$ cat config.mk
export PLATFORM = sky130hd
export DESIGN_NAME = phkm_alu
export DESIGN_NICKNAME = d
export VERILOG_FILES = /design/src/perfect_hash_keyword_matcher_assert.svh /design/src/phkm_pkg.sv /design/src/phkm_alu.sv
export SDC_FILE = /design/constraint.sdc
export NUM_CORES = 1
export LEC_CHECK = 0
export BUFFER_PORTS_ARGS = -buffer_cell sky130_fd_sc_hd__buf_2
export CAP_MARGIN = 20
export CORE_AREA = 2 2 39 41
export DETAILED_ROUTE_END_ITERATION = 6
export DIE_AREA = 0 0 41 43
export PLACE_DENSITY_LB_ADDON = 0.15
export RECOVER_POWER = 50
export SETUP_SLACK_MARGIN = 0.05
export SLEW_MARGIN = 15
export SYNTH_ARGS = -nofsm -noshare
export SYNTH_HDL_FRONTEND = slang
export SYNTH_SLANG_ARGS = --single-unit
$ cat constraint.sdc
create_clock -name vclk -period 2.5
set_clock_uncertainty 0.1 [all_clocks]
set_input_delay 0.5 -clock vclk [all_inputs]
set_output_delay 0.5 -clock vclk [all_outputs]
set_load 0.05 [all_outputs]
$ cat src/perfect_hash_keyword_matcher_assert.svh
// Assertion helpers for the matcher RTL.
`ifndef PERFECT_HASH_KEYWORD_MATCHER_ASSERT_SVH
`define PERFECT_HASH_KEYWORD_MATCHER_ASSERT_SVH

// Property that must hold at every enabled clock edge.
`define PHKM_ASSERT_ALWAYS(lbl, clk, rst_n, prop) \
    lbl: assert property (@(posedge clk) disable iff (!rst_n) (prop)) \
        else $error("phkm: invariant violated");

// Same-cycle implication.
`define PHKM_ASSERT_IMP(lbl, clk, rst_n, ante, cons) \
    lbl: assert property (@(posedge clk) disable iff (!rst_n) (ante) |-> (cons)) \
        else $error("phkm: implication violated");

// Next-cycle implication.
`define PHKM_ASSERT_NEXT(lbl, clk, rst_n, ante, cons) \
    lbl: assert property (@(posedge clk) disable iff (!rst_n) (ante) |=> (cons)) \
        else $error("phkm: next-cycle implication violated");

`endif

$ cat src/phkm_pkg.sv
`timescale 1ns / 1ps

package phkm_pkg;

    // Default sizing
    localparam int DEF_MAX_KEY_LENGTH = 11;
    localparam int DEF_TABLE_SLOTS    = 37;

    // Fixed field widths
    localparam int CHAR_W   = 8;
    localparam int SLOT_W   = 6;
    localparam int ID_W     = 5;
    localparam int HASH_W   = 6;
    localparam int KLEN_W   = 4;
    localparam int KW_CHARS = 11;

    // Length gate and hashed byte positions
    localparam int MIN_KEY_LENGTH = 3;
    localparam int WT_POS1        = 5;
    localparam int WT_POS2        = 7;

    // Shared unit operations
    typedef enum logic {
        OP_ADD,
        OP_CMP
    } t_alu_op;

    typedef struct packed {
        t_alu_op             op;
        logic [CHAR_W-1:0]   a;
        logic [CHAR_W-1:0]   b;
    } t_alu_req;

    typedef struct packed {
        logic [CHAR_W-1:0]   result;
        logic                eq;
    } t_alu_rsp;

    typedef struct packed {
        logic                valid;
        logic [3:0]          weight;
    } t_weight;

    // Keyword slot: text is right-justified, first char in the highest used byte
    typedef struct packed {
        logic [KLEN_W-1:0]       klen;
        logic [ID_W-1:0]         id;
        logic [KW_CHARS*8-1:0]   text;
    } t_kw_entry;

    function automatic t_weight byte_weight(input logic [CHAR_W-1:0] c);
        t_weight w;
        w.valid  = 1'b1;
        w.weight = 4'd0;
        case (c)
            "I": w.weight = 4'd10;
            "M": w.weight = 4'd0;
            "a": w.weight = 4'd5;
            "b": w.weight = 4'd15;
            "c": w.weight = 4'd10;
            "d": w.weight = 4'd0;
            "f": w.weight = 4'd10;
            "g": w.weight = 4'd5;
            "i": w.weight = 4'd10;
            "l": w.weight = 4'd0;
            "n": w.weight = 4'd0;
            "o": w.weight = 4'd0;
            "r": w.weight = 4'd0;
            "s": w.weight = 4'd0;
            "t": w.weight = 4'd0;
            "u": w.weight = 4'd0;
            default: w.valid = 1'b0;
        endcase
        return w;
    endfunction

    function automatic t_kw_entry mk_kw(input logic [KLEN_W-1:0] l, input logic [ID_W-1:0] id,
                                        input logic [KW_CHARS*8-1:0] t);
        t_kw_entry e;
        e.klen = l;
        e.id   = id;
        e.text = t;
        return e;
    endfunction

    function automatic t_kw_entry kw_entry(input logic [HASH_W-1:0] slot);
        t_kw_entry e;
        e = '0;
        case (slot)
            6'd3:    e = mk_kw(4'd3,  5'd16, "url");
            6'd4:    e = mk_kw(4'd4,  5'd14, "size");
            6'd6:    e = mk_kw(4'd6,  5'd13, "target");
            6'd7:    e = mk_kw(4'd7,  5'd9,  "leading");
            6'd8:    e = mk_kw(4'd8,  5'd12, "tabStops");
            6'd9:    e = mk_kw(4'd9,  5'd15, "underline");
            6'd10:   e = mk_kw(4'd5,  5'd1,  "align");
            6'd11:   e = mk_kw(4'd11, 5'd11, "rightMargin");
            6'd14:   e = mk_kw(4'd4,  5'd6,  "font");
            6'd15:   e = mk_kw(4'd5,  5'd5,  "color");
            6'd16:   e = mk_kw(4'd6,  5'd7,  "indent");
            6'd19:   e = mk_kw(4'd4,  5'd3,  "bold");
            6'd20:   e = mk_kw(4'd10, 5'd10, "leftMargin");
            6'd21:   e = mk_kw(4'd6,  5'd4,  "bullet");
            6'd26:   e = mk_kw(4'd6,  5'd8,  "italic");
            6'd36:   e = mk_kw(4'd11, 5'd2,  "blockIndent");
            default: e = '0;
        endcase
        return e;
    endfunction

    // Character idx of a keyword, counted from its first character
    function automatic logic [CHAR_W-1:0] kw_byte(input t_kw_entry e, input logic [3:0] idx);
        int pos;
        pos = int'(e.klen) - 1 - int'(idx);
        if (pos < 0) begin
            return '0;
        end
        return e.text[8*pos +: 8];
    endfunction

endpackage

$ cat src/phkm_alu.sv
`timescale 1ns / 1ps

module phkm_alu import phkm_pkg::*; (
    input  t_alu_req i_req,
    output t_alu_rsp o_rsp
);

    // Shared adder / byte comparator
    always_comb begin
        unique case (i_req.op)
            OP_ADD: begin
                o_rsp.result = i_req.a + i_req.b;
                o_rsp.eq     = 1'b0;
            end
            OP_CMP: begin
                o_rsp.result = i_req.a ^ i_req.b;
                o_rsp.eq     = (i_req.a == i_req.b);
            end
            default: begin
                o_rsp.result = '0;
                o_rsp.eq     = 1'b0;
            end
        endcase
    end

endmodule

==> metrics.yaml <==
placement:
  pre_cts_slack_ns: -0.1868
  portBuffers: 26
  placed_cells: 94
  place_area_um2: 578.1
  dpl.hpwl_um: 823.7
  gp_congestion: 0.6918
synthesis:
  avgSynthCellArea_um2: 7.393
  synth.distinct_cells: 21
  netlist_instances: 44
  ys_warn_count: 0
  synth_area_um2: 325.3
  syn-num-nets: 69
  yosysSeqAreaShare: 0
sta:
  fin_crit_ns: 2.527
  worstMarginPinSlew_ns: 0.5951
  tns_ns: -0.05376
  max_slew_margin: 0.6050
  grt_setup_unrepaired: "true"
  fmax_ghz: 0.3957
  hold_viol_final: 0
  setup_viol: 2
  drv_slew: 0
  setup_ws_ns: -0.02720
  fin_crit_sh: 1.011
  whs_ns: 1.381
detailed_routing:
  vias: 447
  drc: 0
  drt-total-wl_um: 963
  wl_per_cell_um: 10.14
  dr.first_iter.drc_count: 1
  via_per_inst: 4.705
  ant_nets: 0
  dr.pass1.iters: 2
floorplanning:
  fp.dieArea_um2: 1763
  fp.dieH_um: 43
  start_util: 0.2351
  io-pin-count: 26
  core_area_um2: 1384
  die_w_um: 41
  rows: 14
finish:
  drive_gt1_frac: 0.6709
  nets: 106
  register_area_um2: 0
  flops_and_latches: 0
  final_cells: 95
  utilization: 0.4982
  final_area_um2: 689.4
  nClkBuffers: 0
  area_growth_pct: 111.9
  num_antenna_cells: 0
  final_cell_mix: "buf_2 (15), buf_4 (10), buf_6 (6)"
  final_common_cell: "buf_2"
worst_setup_path:
  path_class: "in2out"
  worstPathArrival_ns: 1.93
  cp.required_ns: 1.90
  critPathLaunchType: "input pin"
  critPathMaxFanout: 2
  cp-end-kind: "output pin"
global_route:
  grt_start_max_net_pins: 7
  grt_first_pass_wirelength_um: 1725
  overflow: 0
  grt_pass1_vias: 423
  antenna_found_initial: 0
  grt_usage: 0.1293
pwr:
  power_density_nw_per_um2: 359.2
  p_int_mw: 0.1004
  ir_worst_vdd_v: 0.0001509
  p_comb_frac: 1.000
  finalPower_mw: 0.2476
  switching_power_mw: 0.1472
  swShare: 0.5945
  p_leak_nw: 0.3423
  pwr-share-clk: 0
  seqPwrFrac: 0
clock_tree:
  ctsHoldBuffers: 0
run:
  max_cap_violations: 0
hold_path:
  holdCritPathClass: "in2out"
status:
  status: "finished with violations"
  violations: "setup timing"
[worst paths after layout]
kind | from | end | slack, ns | depth (start not counted)
setup / recovery | i_req[0] | o_rsp[7] | -0.03 | 9
hold / removal | i_req[15] | o_rsp[8] | 1.38 | 4
[cell usage after synthesis, drive strengths merged]
library cell / count / area share
o211a: 1 / 0.031
nor2: 6 / 0.077
inv: 4 / 0.046
a21oi: 6 / 0.092
nand3: 1 / 0.015
a31oi: 2 / 0.038
xor2: 4 / 0.11
clkbuf: 1 / 0.012
a211oi: 1 / 0.038
ha: 7 / 0.27
nand2b: 1 / 0.019
o21a: 1 / 0.023
o21ai: 2 / 0.031
fa: 1 / 0.062
nor4: 1 / 0.019
nor3: 1 / 0.015
a21o: 1 / 0.023
xnor2: 3 / 0.081
[worst max-delay path, cell delays in order]
cell      delay, ns
buf_6          0.07
ha_4           0.13
inv_2          0.03
fa_2           0.33
nand2b_4       0.16
a211oi_4       0.23
a31oi_2        0.15
xnor2_2        0.15
buf_6          0.18
[logic make-up after synthesis]
| group | after synthesis | synth area share |
|---|---|---|
| xor+xnor | 7 | 0.1885 |
| fa+ha+maj | 8 | 0.3308 |
| buf+inv | 5 | 0.05767 |
| simple gates | 10 | 0.1462 |
| compound gates | 14 | 0.2769 |
[power by group through the flow]
| stage | clock [mW] | combinational [mW] | sequential, mW |
|---|---|---|---|
| after floorplan | 0 | 0.151 | 0 |
| after global placement | 0 | 0.213 | 0 |
| after detailed placement | 0 | 0.213 | 0 |
| after CTS | 0 | 0.246 | 0 |
| after global routing | 0 | 0.264 | 0 |
| final | 0 | 0.248 | 0 |
[layer usage]
layer  track usage  up-vias  wire length [µm]
li1              -      223                 -
met1        0.1885      208               410
met2        0.2156       16               475
met3      0.005236        0                77
met4             0        0                 0
met5             0        -                 0
[area by class of cell]
cell class / count / area (µm²)
Multi-Input combinational cell: 39 / 407.9
Fill cell: 147 / 694.4
Inverter: 4 / 15.01
Tap cell: 16 / 20.02
Timing Repair Buffer: 36 / 246.5
[timing repair]
item                       CTS  global route
setup endpoints to repair    4             5
setup buffers                0             1
gates resized for setup     20             3
pin swaps                    7            10
No activity file was read; power rests on OpenSTA's default activity.
