--- src/perfect_hash_keyword_matcher_assert.svh ---
// Assertion helpers for the matcher RTL.
`ifndef PERFECT_HASH_KEYWORD_MATCHER_ASSERT_SVH
`define PERFECT_HASH_KEYWORD_MATCHER_ASSERT_SVH

// Property that must hold at every enabled clock edge.
`define PHKM_ASSERT_ALWAYS(lbl, clk, rst_n, prop) \
    lbl: assert property (@(posedge clk) disable iff (!rst_n) (prop)) \
        else $error("phkm: invariant violated");

// Same-cycle implication.
`define PHKM_ASSERT_IMP(lbl, clk, rst_n, ante, cons) \
    lbl: assert property (@(posedge clk) disable iff (!rst_n) (ante) |-> (cons)) \
        else $error("phkm: implication violated");

// Next-cycle implication.
`define PHKM_ASSERT_NEXT(lbl, clk, rst_n, ante, cons) \
    lbl: assert property (@(posedge clk) disable iff (!rst_n) (ante) |=> (cons)) \
        else $error("phkm: next-cycle implication violated");

`endif

--- src/phkm_pkg.sv ---
`timescale 1ns / 1ps

package phkm_pkg;

    // Default sizing
    localparam int DEF_MAX_KEY_LENGTH = 11;
    localparam int DEF_TABLE_SLOTS    = 37;

    // Fixed field widths
    localparam int CHAR_W   = 8;
    localparam int SLOT_W   = 6;
    localparam int ID_W     = 5;
    localparam int HASH_W   = 6;
    localparam int KLEN_W   = 4;
    localparam int KW_CHARS = 11;

    // Length gate and hashed byte positions
    localparam int MIN_KEY_LENGTH = 3;
    localparam int WT_POS1        = 5;
    localparam int WT_POS2        = 7;

    // Shared unit operations
    typedef enum logic {
        OP_ADD,
        OP_CMP
    } t_alu_op;

    typedef struct packed {
        t_alu_op             op;
        logic [CHAR_W-1:0]   a;
        logic [CHAR_W-1:0]   b;
    } t_alu_req;

    typedef struct packed {
        logic [CHAR_W-1:0]   result;
        logic                eq;
    } t_alu_rsp;

    typedef struct packed {
        logic                valid;
        logic [3:0]          weight;
    } t_weight;

    // Keyword slot: text is right-justified, first char in the highest used byte
    typedef struct packed {
        logic [KLEN_W-1:0]       klen;
        logic [ID_W-1:0]         id;
        logic [KW_CHARS*8-1:0]   text;
    } t_kw_entry;

    function automatic t_weight byte_weight(input logic [CHAR_W-1:0] c);
        t_weight w;
        w.valid  = 1'b1;
        w.weight = 4'd0;
        case (c)
            "I": w.weight = 4'd10;
            "M": w.weight = 4'd0;
            "a": w.weight = 4'd5;
            "b": w.weight = 4'd15;
            "c": w.weight = 4'd10;
            "d": w.weight = 4'd0;
            "f": w.weight = 4'd10;
            "g": w.weight = 4'd5;
            "i": w.weight = 4'd10;
            "l": w.weight = 4'd0;
            "n": w.weight = 4'd0;
            "o": w.weight = 4'd0;
            "r": w.weight = 4'd0;
            "s": w.weight = 4'd0;
            "t": w.weight = 4'd0;
            "u": w.weight = 4'd0;
            default: w.valid = 1'b0;
        endcase
        return w;
    endfunction

    function automatic t_kw_entry mk_kw(input logic [KLEN_W-1:0] l, input logic [ID_W-1:0] id,
                                        input logic [KW_CHARS*8-1:0] t);
        t_kw_entry e;
        e.klen = l;
        e.id   = id;
        e.text = t;
        return e;
    endfunction

    function automatic t_kw_entry kw_entry(input logic [HASH_W-1:0] slot);
        t_kw_entry e;
        e = '0;
        case (slot)
            6'd3:    e = mk_kw(4'd3,  5'd16, "url");
            6'd4:    e = mk_kw(4'd4,  5'd14, "size");
            6'd6:    e = mk_kw(4'd6,  5'd13, "target");
            6'd7:    e = mk_kw(4'd7,  5'd9,  "leading");
            6'd8:    e = mk_kw(4'd8,  5'd12, "tabStops");
            6'd9:    e = mk_kw(4'd9,  5'd15, "underline");
            6'd10:   e = mk_kw(4'd5,  5'd1,  "align");
            6'd11:   e = mk_kw(4'd11, 5'd11, "rightMargin");
            6'd14:   e = mk_kw(4'd4,  5'd6,  "font");
            6'd15:   e = mk_kw(4'd5,  5'd5,  "color");
            6'd16:   e = mk_kw(4'd6,  5'd7,  "indent");
            6'd19:   e = mk_kw(4'd4,  5'd3,  "bold");
            6'd20:   e = mk_kw(4'd10, 5'd10, "leftMargin");
            6'd21:   e = mk_kw(4'd6,  5'd4,  "bullet");
            6'd26:   e = mk_kw(4'd6,  5'd8,  "italic");
            6'd36:   e = mk_kw(4'd11, 5'd2,  "blockIndent");
            default: e = '0;
        endcase
        return e;
    endfunction

    // Character idx of a keyword, counted from its first character
    function automatic logic [CHAR_W-1:0] kw_byte(input t_kw_entry e, input logic [3:0] idx);
        int pos;
        pos = int'(e.klen) - 1 - int'(idx);
        if (pos < 0) begin
            return '0;
        end
        return e.text[8*pos +: 8];
    endfunction

endpackage

--- src/phkm_word_buf.sv ---
`timescale 1ns / 1ps

module phkm_word_buf import phkm_pkg::*; #(
    parameter int DEPTH = DEF_MAX_KEY_LENGTH
) (
    input  logic                     i_clk,
    input  logic                     i_we,
    input  logic [$clog2(DEPTH)-1:0] i_waddr,
    input  logic [CHAR_W-1:0]        i_wdata,
    input  logic [$clog2(DEPTH)-1:0] i_raddr,
    output logic [CHAR_W-1:0]        o_rdata
);

    logic [CHAR_W-1:0] r_mem [DEPTH];
    logic [CHAR_W-1:0] r_rdata;

    // One write port, one registered read port
    always_ff @(posedge i_clk) begin
        if (i_we) begin
            r_mem[i_waddr] <= i_wdata;
        end
        r_rdata <= r_mem[i_raddr];
    end

    assign o_rdata = r_rdata;

endmodule

--- config.mk ---
export PLATFORM = sky130hd
export DESIGN_NAME = phkm_word_buf
export DESIGN_NICKNAME = d
export VERILOG_FILES = /design/src/perfect_hash_keyword_matcher_assert.svh /design/src/phkm_pkg.sv /design/src/phkm_word_buf.sv
export SDC_FILE = /design/constraint.sdc
export NUM_CORES = 1
export LEC_CHECK = 0
export BUFFER_PORTS_ARGS = -buffer_cell sky130_fd_sc_hd__buf_2
export CAP_MARGIN = 20
export CORE_ASPECT_RATIO = 1.75
export CORE_MARGIN = 8
export CORE_UTILIZATION = 62
export CTS_BUF_LIST = sky130_fd_sc_hd__clkbuf_8
export DETAILED_ROUTE_END_ITERATION = 6
export PLACE_DENSITY = 0.82
export SYNTH_ARGS = -nofsm -noshare
export SYNTH_HDL_FRONTEND = slang
export SYNTH_SLANG_ARGS = --single-unit
--- constraint.sdc ---
create_clock -name i_clk -period 1.9 [get_ports i_clk]
set_input_delay 0.095 -clock i_clk [delete_from_list [all_inputs] [get_ports i_clk]]
set_output_delay 0.095 -clock i_clk [all_outputs]
set_load 0.01 [all_outputs]
==> results.toml <==
[route]
post_drt_wl_per_cell_um = 19.0
wl_mm = 6.22
via_count = 1853
drc_errors = 0
drt_iter0_markers = 163
via_per_inst = 5.65
postRouteAntennaNets = 0
drt-pass1-iter-count = 4

[clock_tree]
post_cts_resized = 0
cts_buffers = 9
post-cts-setup-buffers = 0
clock-sinks = 96
clk_pin_slew_worst_paths_ns = 0.08
clk_latency_ns = 0.36
holdBufCountCts = 0
cts-root-buf = "clkbuf_8"
tritoncts = "yes"
clockBufferDepth = 2
h-tree-depth = 3

[synthesis]
yosys.area.top_type_share_pct = 70.9
syn_inst = 208
syn_avg_cell_area_um2 = 17.9
synth-xor-area-share_pct = 0
synth_compound_area_share_pct = 6.45
muxShareOfSynthArea_pct = 11.5
synth.most_common_cell = "edfxtp_1"
syn_nets = 226
synth_top_family_by_area = "multiplexers"
synth.distinct_cells = 21
synth_top_area_cell = "edfxtp_1"
yosys.area_share.simple_pct = 4.16
synth_edf_count = 88
synth.area.top_cells = "edfxtp_1 71%, mux2_2 7.3%, dfxtp_1 4.3%, mux2i_1 4.3%, a22o_1 1.9%"
ys_ff_latch = 96
netlist_area_mm2 = 0.00373
synth_top_flop_cell = "edfxtp_1"
synthTopCellsByCount = "88 x edfxtp_1, 24 x mux2_2, 16 x mux2i_1"
synth_warnings = 0
async_flop_share_pct = 0
synthAdderAreaFrac_pct = 0
ys_seq_area_share_pct = 75.2

[floorplanning]
die_w_um = 74.6
ios = 26
die_area_mm2 = 0.00885
die_h_um = 119
initial_core_util_pct = 63.9
core_area_mm2 = 0.00583
placementRows = 37

[global_route]
overflow = 0
antenna_found_initial = 0
grt_max_degree = 29
grt_pass1_vias = 2000
grt_first_pass_wirelength_mm = 10.1
grtUsageTotal_pct = 15.7

[critical_path]
cp.arrival_ns = 1.30
crit_path_end = "o_rdata[1]$_DFF_P_"
crit_path_start = "r_mem[8][1]$_DFFE_PP_"
end_kind = "register"
reg2reg_slack_ns = 0.83
r2r_cells = 3
startpoint_type = "register"
critPathRequiredTime_ns = 2.13
reg2reg_to = "o_rdata[1]$_DFF_P_"
criticalPathCategory = "register to register"
reg2reg_from = "r_mem[8][1]$_DFFE_PP_"
path_max_fanout = 1

[sta]
finClkSkew_ns = 0.00753
period_needed_ns = 1.07
period_share_pct = 56.3
tightest_slew_ns = 0.559
setup_viol = 0
slew_headroom_pct = 62.6
rsz0062_at_grt = "false"
max_freq_ghz = 0.934
hold_viol_final = 0
slew_viol_final = 0
setup-tns-final_ns = 0

[outcome]
status = "finished clean"

[layout]
syn2layout_area_growth_pct = 11.3
drive_gt1_share_pct = 30.4
finish.instance_area_mm2 = 0.00415
multiInputGateArea_um2 = 826
fin_util_pct = 71.1
diodes = 0
nFillCells = 412
regArea_mm2 = 0.00280
fin_nets = 264

[power]
p_leak_uw = 0.00144
ir_drop_uv = 806
p_total_uw = 3860
power_density_mw_per_mm2 = 930

[min_path]
hold_path_class = "input port to register"
hold_depth = 1

[place]
dp.final_hpwl_mm = 4.35
placed_area_mm2 = 0.00396
port_buffers = 25
gp_congestion = 0.760

[job]
maxCapViolations = 0
report_power, final:
part / switching, uW / leakage (uW) / internal [uW] / total [uW]
sequential: 12.6 / 0.000862 / 2360 / 2370
clock: 625 / 0.000101 / 625 / 1250
combinational: 138 / 0.000479 / 101 / 239
total: 776 / 0.00144 / 3080 / 3860
final cells by class:
cell class | instances | area share [%]
sequential | 96 | 67.6
clock buffer | 10 | 3.32
tap | 78 | 2.35
timing repair buffer | 38 | 5.67
clock inverter | 5 | 1.21
multi-input combinational | 101 | 19.9
cells in the final DEF, fill, tap and decap left out:
master and count:
clkinvlp_4 1, bufinv_16 1, buf_12 1, nand3b_1 2, o22ai_1 8, nor2b_1 1
a22o_1 8, mux2i_1 16, buf_4 12, o211ai_1 8, nor3_1 3, mux2_2 24
inv_1 2, clkinv_2 1, clkbuf_8 10, nand2b_1 11, edfxtp_1 88, nor2_1 9
dfxtp_1 8, buf_2 25, or3b_2 1, nand2_1 2, o31ai_1 8
critical path: stages (launching register included):
cell and delay, ns:
edfxtp_1 0.37, mux2_2 0.27, o211ai_1 0.20, o31ai_1 0.11
cells by family (layout without fill, tap and decap cells):
logic type / Yosys count / count (layout)
AND/OR/NAND/NOR: 29 / 29
buffers and inverters: 11 / 53
AO/OA/AOI/OAI: 32 / 32
multiplexers: 40 / 40
flip-flops: 96 / 96
routing by layer:
metal	routed length, um	global-route usage [%]	part of all wire [%]	vias up
met4	162	8.89	2.6	0
met1	2460	17.9	40	920
li1	-	-	-	896
met3	147	3.30	2.4	10
met2	3450	26.0	55	27
met5	0	0	0	-
registers in the layout (all words and copies together), names as in the netlist:
name / cells
r_mem: 88
o_rdata: 8
how the worst min path moves through the flow:
stage,from,end
2_1_floorplan,i_wdata[0],r_mem[0][0]$_DFFE_PP_
3_3_place_gp,i_wdata[7],r_mem[2][7]$_DFFE_PP_
3_5_place_dp,i_wdata[0],r_mem[0][0]$_DFFE_PP_
4_1_cts,i_wdata[0],r_mem[0][0]$_DFFE_PP_
5_1_grt,i_wdata[0],r_mem[1][0]$_DFFE_PP_
6_report,i_wdata[6],r_mem[0][6]$_DFFE_PP_
metrics by stage:
stage	cells	worst slack, ns	hold slack (ns)
5_1_grt	328	0.766	0.0642
4_1_cts	328	0.831	0.0381
2_1_floorplan	208	0.311	0.194
6_report	328	0.830	0.0544
3_3_place_gp	313	0.522	0.401
3_5_place_dp	313	0.485	0.427
Note: power is estimated with default switching activity, not from simulation.
